## src/hw/rtl/rthc_pkg.sv

```systemverilog
package rthc_pkg;

  // Channel and result widths.
  localparam int unsigned CH_W    = 8;
  localparam int unsigned HUE_W   = 15;
  localparam int unsigned Q15_W   = 16;
  // Quotient bits produced by each long-division pipeline.
  localparam int unsigned QUO_W   = 16;
  // Dividend width seen by the dividers.
  localparam int unsigned DVD_W   = CH_W + QUO_W;
  // Signed width of the hue numerator before scaling.
  localparam int unsigned TOP_W   = 19;

  localparam logic [8:0] HUE_STEP_DEG  = 9'd60;
  localparam logic [8:0] HUE_RED_WRAP  = 9'd360;
  localparam logic [8:0] HUE_GREEN_OFS = 9'd120;
  localparam logic [8:0] HUE_BLUE_OFS  = 9'd240;
  localparam logic [8:0] HUE_RED_OFS   = 9'd0;

  // Which hexcone sector the pixel falls in; selects the hue offset.
  typedef enum logic [1:0] {
    SECT_RED_UP   = 2'd0,
    SECT_RED_WRAP = 2'd1,
    SECT_GREEN    = 2'd2,
    SECT_BLUE     = 2'd3
  } hue_sect_e;

  // Work handed from the front end to the dividers.
  typedef struct packed {
    logic [DVD_W-1:0] hue_num;
    logic [CH_W-1:0]  hue_den;
    logic [DVD_W-1:0] sat_num;
    logic [CH_W-1:0]  sat_den;
    logic [Q15_W-1:0] bri;
  } div_job_t;

endpackage

```

## src/hw/rtl/rgb_to_hsv_converter_unit.sv

```systemverilog
// RGB to HSV converter: one 8-bit RGB pixel in, hue, saturation, brightness out.
// It has 2 front-end stages and 16 long-division stages; throughput is one pixel
// per cycle while the output is not stalled.
// The two 16-stage division pipelines each produce one quotient bit per stage.
// Reset (rst_ni low, asynchronous) clears only the stage valid bits.
module rgb_to_hsv_converter_unit (
  input  logic        clk_i,
  input  logic        rst_ni,
  input  logic        s_axis_tvalid_i,
  output logic        s_axis_tready_o,
  // Fields from bit 0 up: red [7:0], green [15:8], blue [23:16].
  input  logic [23:0] s_axis_tdata_i,
  output logic        m_axis_tvalid_o,
  input  logic        m_axis_tready_i,
  // Fields from bit 0 up: hue [14:0], saturation [30:15], brightness [46:31],
  // bit 47 is zero.
  output logic [47:0] m_axis_tdata_o
);
  import rthc_pkg::*;

  // Two front-end stages followed by one stage per quotient bit.
  localparam int unsigned NSTG = 2 + QUO_W;

  // Each stage carries a valid bit. A stage may load when it is empty or
  // when its own contents move on in the same cycle, so bubbles collapse
  // and a stalled output still lets new requests fill the empty stages.
  // A stage is held only when it and every stage after it are full and
  // the output is not taken.
  logic [NSTG-1:0] vld_q;
  logic [NSTG-1:0] en;
  logic            stall;

  always_comb begin
    stall      = vld_q[NSTG-1] && !m_axis_tready_i;
    en[NSTG-1] = !stall;
    for (int i = NSTG - 2; i >= 0; i--) begin
      stall = stall && vld_q[i];
      en[i] = !stall;
    end
  end

  always_ff @(posedge clk_i or negedge rst_ni) begin
    if (!rst_ni) begin
      vld_q <= '0;
    end else begin
      if (en[0]) begin
        vld_q[0] <= s_axis_tvalid_i;
      end
      for (int i = 1; i < NSTG; i++) begin
        if (en[i]) begin
          vld_q[i] <= vld_q[i-1];
        end
      end
    end
  end

  assign s_axis_tready_o = en[0];
  assign m_axis_tvalid_o = vld_q[NSTG-1];

  // Front end: channel max/min, sector and the operands for both divisions.
  div_job_t job;

  rthc_prep u_prep (
    .clk_i   (clk_i),
    .en_i    (en[1:0]),
    .red_i   (s_axis_tdata_i[7:0]),
    .green_i (s_axis_tdata_i[15:8]),
    .blue_i  (s_axis_tdata_i[23:16]),
    .job_o   (job)
  );

  // Hue: 64 * (60 * diff + offset * delta) / delta.
  logic [QUO_W-1:0] hue_quo;

  rthc_div #(.QW(QUO_W)) u_hue_div (
    .clk_i      (clk_i),
    .en_i       (en[NSTG-1:2]),
    .dividend_i (job.hue_num),
    .divisor_i  (job.hue_den),
    .quotient_o (hue_quo)
  );

  // Saturation: 32768 * delta / max.
  logic [QUO_W-1:0] sat_quo;

  rthc_div #(.QW(QUO_W)) u_sat_div (
    .clk_i      (clk_i),
    .en_i       (en[NSTG-1:2]),
    .dividend_i (job.sat_num),
    .divisor_i  (job.sat_den),
    .quotient_o (sat_quo)
  );

  // Brightness is ready after the front end; it rides along a delay line
  // that steps with the division stages.
  logic [Q15_W-1:0] bri_q [QUO_W];

  always_ff @(posedge clk_i) begin
    if (en[2]) begin
      bri_q[0] <= job.bri;
    end
    for (int k = 1; k < QUO_W; k++) begin
      if (en[2+k]) begin
        bri_q[k] <= bri_q[k-1];
      end
    end
  end

  assign m_axis_tdata_o = {1'b0, bri_q[QUO_W-1], sat_quo[Q15_W-1:0], hue_quo[HUE_W-1:0]};

endmodule

```

## src/hw/rtl/rthc_prep.sv

```systemverilog
module rthc_prep (
  input  logic                           clk_i,
  input  logic [1:0]                     en_i,
  input  logic [rthc_pkg::CH_W-1:0]      red_i,
  input  logic [rthc_pkg::CH_W-1:0]      green_i,
  input  logic [rthc_pkg::CH_W-1:0]      blue_i,
  output rthc_pkg::div_job_t             job_o
);
  import rthc_pkg::*;

  // First stage: max, min, sector and signed channel difference.
  logic [CH_W-1:0] mx_d, mx_q, dlt_d, dlt_q;
  logic [CH_W-1:0] mn;
  logic signed [8:0] num_d, num_q;
  hue_sect_e sect_d, sect_q;
  logic [1:0] imax;

  always_comb begin
    imax = 2'd0;
    mx_d = red_i;
    if (green_i > mx_d) begin
      imax = 2'd1;
      mx_d = green_i;
    end
    if (blue_i > mx_d) begin
      imax = 2'd2;
      mx_d = blue_i;
    end
    mn = red_i;
    if (green_i < mn) begin
      mn = green_i;
    end
    if (blue_i < mn) begin
      mn = blue_i;
    end
    dlt_d = mx_d - mn;
    case (imax)
      2'd1: begin
        sect_d = SECT_GREEN;
        num_d  = $signed({1'b0, blue_i}) - $signed({1'b0, red_i});
      end
      2'd2: begin
        sect_d = SECT_BLUE;
        num_d  = $signed({1'b0, red_i}) - $signed({1'b0, green_i});
      end
      default: begin
        sect_d = (green_i >= blue_i) ? SECT_RED_UP : SECT_RED_WRAP;
        num_d  = $signed({1'b0, green_i}) - $signed({1'b0, blue_i});
      end
    endcase
  end

  always_ff @(posedge clk_i) begin
    if (en_i[0]) begin
      mx_q   <= mx_d;
      dlt_q  <= dlt_d;
      num_q  <= num_d;
      sect_q <= sect_d;
    end
  end

  // Second stage: hue numerator, divisors and brightness.
  logic [8:0]             ofs_val;
  logic signed [TOP_W-1:0] num_ext, ofs_ext, dlt_ext, top_s;
  logic [14:0]            bri_x;
  logic [15:0]            bri_fix;
  div_job_t               job_d, job_q;

  always_comb begin
    case (sect_q)
      SECT_RED_WRAP: ofs_val = HUE_RED_WRAP;
      SECT_GREEN:    ofs_val = HUE_GREEN_OFS;
      SECT_BLUE:     ofs_val = HUE_BLUE_OFS;
      default:       ofs_val = HUE_RED_OFS;
    endcase
    num_ext = {{(TOP_W-9){num_q[8]}}, num_q};
    ofs_ext = $signed({{(TOP_W-9){1'b0}}, ofs_val});
    dlt_ext = $signed({{(TOP_W-CH_W){1'b0}}, dlt_q});
    top_s   = num_ext * $signed({{(TOP_W-9){1'b0}}, HUE_STEP_DEG}) + ofs_ext * dlt_ext;

    job_d.hue_num = {1'b0, top_s[16:0], 6'b000000};
    job_d.hue_den = (dlt_q == '0) ? CH_W'(1) : dlt_q;
    job_d.sat_num = {1'b0, dlt_q, 15'd0};
    job_d.sat_den = (mx_q == '0) ? CH_W'(1) : mx_q;

    // max * 32768 / 255 = max * 128 + floor(max * 128 / 255).
    bri_x     = {mx_q, 7'd0};
    bri_fix   = ({1'b0, bri_x} + 16'd1 + {9'd0, bri_x[14:8]}) >> 8;
    job_d.bri = {1'b0, bri_x} + bri_fix;
  end

  always_ff @(posedge clk_i) begin
    if (en_i[1]) begin
      job_q <= job_d;
    end
  end

  assign job_o = job_q;

endmodule

```

## src/hw/rtl/rthc_div.sv

```systemverilog
module rthc_div #(
  parameter int unsigned QW = 16
) (
  input  logic                                clk_i,
  input  logic [QW-1:0]                       en_i,
  input  logic [rthc_pkg::CH_W+QW-1:0]        dividend_i,
  input  logic [rthc_pkg::CH_W-1:0]           divisor_i,
  output logic [QW-1:0]                       quotient_o
);
  import rthc_pkg::*;

  // Restoring long division, one quotient bit per register stage.
  // The quotient must fit in QW bits, so the upper dividend bits are
  // already a valid partial remainder.
  logic [CH_W-1:0] rem_q [QW];
  logic [QW-1:0]   low_q [QW];
  logic [QW-1:0]   quo_q [QW];
  logic [CH_W-1:0] dvs_q [QW];

  for (genvar s = 0; s < QW; s++) begin : g_stage
    logic [CH_W-1:0] rem_src, dvs_src, rem_d;
    logic [QW-1:0]   low_src, quo_src, low_d, quo_d;
    logic [CH_W:0]   trial;
    logic            ge;

    if (s == 0) begin : g_first
      assign rem_src = dividend_i[CH_W+QW-1:QW];
      assign low_src = dividend_i[QW-1:0];
      assign quo_src = '0;
      assign dvs_src = divisor_i;
    end else begin : g_next
      assign rem_src = rem_q[s-1];
      assign low_src = low_q[s-1];
      assign quo_src = quo_q[s-1];
      assign dvs_src = dvs_q[s-1];
    end

    always_comb begin
      trial = {rem_src, low_src[QW-1]};
      ge    = (trial >= {1'b0, dvs_src});
      rem_d = ge ? CH_W'(trial - {1'b0, dvs_src}) : trial[CH_W-1:0];
      low_d = {low_src[QW-2:0], 1'b0};
      quo_d = {quo_src[QW-2:0], ge};
    end

    always_ff @(posedge clk_i) begin
      if (en_i[s]) begin
        rem_q[s] <= rem_d;
        low_q[s] <= low_d;
        quo_q[s] <= quo_d;
        dvs_q[s] <= dvs_src;
      end
    end
  end

  assign quotient_o = quo_q[QW-1];

endmodule

```

## config.mk

```make
export PLATFORM = sky130hd
export DESIGN_NAME = rgb_to_hsv_converter_unit
export DESIGN_NICKNAME = d
export VERILOG_FILES = /design/src/hw/rtl/rthc_pkg.sv /design/src/hw/rtl/rgb_to_hsv_converter_unit.sv /design/src/hw/rtl/rthc_prep.sv /design/src/hw/rtl/rthc_div.sv
export SDC_FILE = /design/constraint.sdc
export NUM_CORES = 2
export LEC_CHECK = 0
export ABC_AREA = 1
export BUFFER_PORTS_ARGS = -buffer_cell sky130_fd_sc_hd__buf_2
export CAP_MARGIN = 20
export CORE_ASPECT_RATIO = 2
export CORE_MARGIN = 2
export CORE_UTILIZATION = 55
export DETAILED_ROUTE_END_ITERATION = 16
export PLACE_DENSITY = 0.71
export SETUP_SLACK_MARGIN = 0.5
export SLEW_MARGIN = 20
export SYNTH_ARGS = -nofsm -noshare
export SYNTH_HDL_FRONTEND = slang
export SYNTH_SLANG_ARGS = --single-unit
```

## constraint.sdc

```tcl
create_clock -name clk_i -period 13.35 [get_ports clk_i]
set_input_delay 0.6675 -clock clk_i [delete_from_list [all_inputs] [get_ports clk_i]]
set_output_delay 0.6675 -clock clk_i [all_outputs]
set_load 0.05 [all_outputs]
```

==> results.md <==
* Status: finished, final reports clean
* Critical path buffers and inverters at 3
* Seq/Total Area, Yosys at 65.4%
* Global-route wire length before repair at 140,000 um
* Most common cell after layout, fill and taps aside: edfxtp_1
* Setup Crit Path Kind: reg2out
* Largest net degree at the start of global routing at 78
* CTS Buf Count at 93
* Fin nets at 4,569
* R2r setup slk at 5980 ps
* Max-cap viol count at 0
* Hold_sp: s_axis_tvalid_i
* Flops & latches, synth at 1,120
* Initial antenna violation count at 1
* # fillers at 7,058
* Avg Cell Area, Syn at 12.9 um^2
* Worst Hold Class: in2reg
* Total stage count of the critical path at 18
* Layout cells sized above 1 at 6.73%
* Most frequent cells in the layout: edfxtp_1, inv_1, nand2_1
* Reg area at 0.0335 mm^2
* Clock buffer depth at 3
* Ys Warns at 0
* Worst-Margin Slew at 984 ps
* Worst setup EP type: output pin
* Asr flop ratio synth at 1.61%
* Remaining DRCs at 0
* Dominant synthesized flop cell: edfxtp_1
* Overall routed net length at 87,900 um
* PostCTS Resize Cnt at 0
* Max transition margin at 34.4%
* Syn Inst Count at 3,983
* Post-DR vias/cell at 5.22
* I/O Buffers at 76
* DR pass1 iterations at 5
* Total GRT Usage at 18.8%
* Hold path depth at 3
* Fin. max-slew vios at 0
* Nature of the critical path startpoint: flip-flop
* Row count at 158
* Min Tclk post-route at 8230 ps
* Slowest-stage cell, CP: nand2_4
* Final worst slack at 5120 ps
* Final setup fails at 0
* Crit path top cell by count: nor2_4
* Netlist cell types at 53
* CP Data Required Time at 12,680 ps
* ANT nets after route at 0
* Capturing point of the worst reg2reg path: u_sat_div.dvs_q[0][9]
* Reg2reg start: vld_q[17]
* Setup TNS at 0 ps
* Skew-Pair Late Insertion Delay at 690 ps
* Crit-path max FO at 77
* CP Cell Sequence: nand2_2 -> buf_4 -> nor2_4 -> nand2_4 -> nor2_4 -> nand2_4 -> nor2_4 -> nand2_4 -> nor2_4 -> nand2_4 -> nor2_4 -> nand2_4 -> nor2_4 -> nand3_4 -> buf_4 -> nor2_8 -> nand4_4 -> buf_2
* WP data arrival at 7560 ps
* CTS tree: done
* Core ar. at 0.0925 mm^2
* Initial Util at 55.4%
* Remaining Overflow, GRT at 0
* Clk_skew at 41.4 ps
* Iter 0 DRT Violations at 1,381
* Mapped Area at 0.0513 mm^2
* Placer Congestion at 0.915
* Chip height at 436 um
* Post-place setup slack at 5240 ps
* Crit-path max cell delay at 540 ps
* Clock H-tree levels at 3
* WL per Instance at 16.3 um
* Multi-input gate area at 0.0150 mm^2
* Area growth syn-to-layout at 9.26%
* Number of global-route vias before repair at 29,900
* Fmax at 0.122 GHz
* Clk pin slew, worst setup/hold paths at 70 ps
* IO Count at 78
* Fin crit share at 61.6%
* Die area at 0.0959 mm^2
* Worst hold margin at 242 ps
* Delay-heaviest family, CP: simple AND/OR/NAND/NOR gates
* Hpwl dp at 68,100 um
* Syn Nets at 4,455
* CTS sink cnt at 1,120
* DR vias at 28,100
* CTS root buffer: clkbuf_16
* RSZ-0062 raised after global routing: no
* Reg2reg path depth at 17
* Final hold vios at 0
* EDFF count, synth at 1,102
* Hold EP: vld_q[0]
* Die width at 220 um
-- registers in the layout (all words and copies together) (netlist names) --
register / count
u_sat_div.rem_q: 120
vld_q: 18
bri_q: 256
u_prep.dlt_q: 8
u_prep.job_o: 55
u_hue_div.rem_q: 120
u_prep.sect_q: 2
u_prep.num_q: 9
u_hue_div.dvs_q: 120
u_hue_div.quo_q: 120
u_prep.mx_q: 8
u_sat_div.quo_q: 136
u_sat_div.dvs_q: 120
u_hue_div.low_q: 28
-- worst max-delay path by stage --
stage | start | endpoint | slack (ps)
detailed placement | m_axis_tready_i | s_axis_tready_o | 5240
CTS | vld_q[17] | s_axis_tready_o | 4820
floorplan | vld_q[17] | u_prep.job_o[0] | 5910
finish | vld_q[17] | s_axis_tready_o | 5120
global route | vld_q[17] | s_axis_tready_o | 4240
global placement | m_axis_tready_i | s_axis_tready_o | 5540
-- cells by family (layout without fill, tap and decap cells) --
| kind of cell | Yosys count | in the layout | share of synthesized area (%) |
|---|---|---|---|
| other | 1 | 2 | 0.00731 |
| XOR/XNOR | 199 | 199 | 3.40 |
| buffers and inverters | 727 | 921 | 5.48 |
| AO/OA/AOI/OAI | 585 | 585 | 6.20 |
| flip-flops | 1120 | 1120 | 65.4 |
| AND/OR/NAND/NOR | 907 | 907 | 7.50 |
| adder cells (fa/ha/maj) | 444 | 444 | 12.0 |
-- area by class of cell --
class	instances	area share, %
flip-flops and latches	1120	59.8
multi-input cells	2136	26.7
inverters	656	4.40
clock buffers	110	4.34
well taps	1200	2.68
clock inverters	65	1.19
repair buffers	90	0.871
diodes	1	0.00446
-- synth_stat cells (all sizes together) (2+ instances only) --
library cell | count | share of area, %
inv | 655 | 4.8
o22ai | 2 | 0.024
a21oi | 230 | 2.2
nand3 | 65 | 0.67
a211oi | 8 | 0.12
nor2 | 277 | 2.2
or3 | 13 | 0.16
o2111ai | 3 | 0.051
xnor2 | 72 | 1.2
clkbuf | 41 | 0.30
o21ai | 259 | 2.5
fa | 82 | 3.2
a211o | 2 | 0.034
nor4 | 4 | 0.049
dfrtp | 18 | 0.88
edfxtp | 1102 | 65
o221ai | 2 | 0.034
buf | 30 | 0.38
o211ai | 2 | 0.029
ha | 362 | 8.8
a31oi | 7 | 0.085
a21o | 31 | 0.45
xor2 | 127 | 2.2
nor3 | 43 | 0.42
o31ai | 2 | 0.029
or4 | 2 | 0.029
o311ai | 2 | 0.034
nand4 | 30 | 0.40
a311oi | 2 | 0.034
o41ai | 5 | 0.085
o21bai | 25 | 0.37
nand2 | 456 | 3.4
or2 | 14 | 0.17
-- stage by stage --
stage	cells	util [%]	cell area (um^2)
after floorplan	3983	-	51300
final	5378	60.6	56100
after detailed placement	5201	57.2	52900
after CTS	5377	60.6	56000
after global placement	5201	57.2	52900
after global routing	5378	60.6	56100
-- timing repair --
item | CTS | global route
setup buffers | 0 | 0
endpoints found under the hold margin | 18 | 0
endpoints found under the setup margin | 0 | 0
hold buffers | 1 | 0
-- routing by layer --
metal  share of wire (%)  up-vias  global-route usage [%]
li1                    -    13900                       -
met1                  27    13400                    13.3
met2                  62      476                    40.8
met3                 2.4      271                    2.48
met4                 7.9        0                    13.7
met5                   0        -                       0
-- tightest hold or removal path, cell delays in order --
cell and delay (ps):
buf_2 80, inv_1 70, nand2_2 70
Power is not shown: default switching activity piles up to over one toggle a cycle in this logic, so the estimate is an artifact.
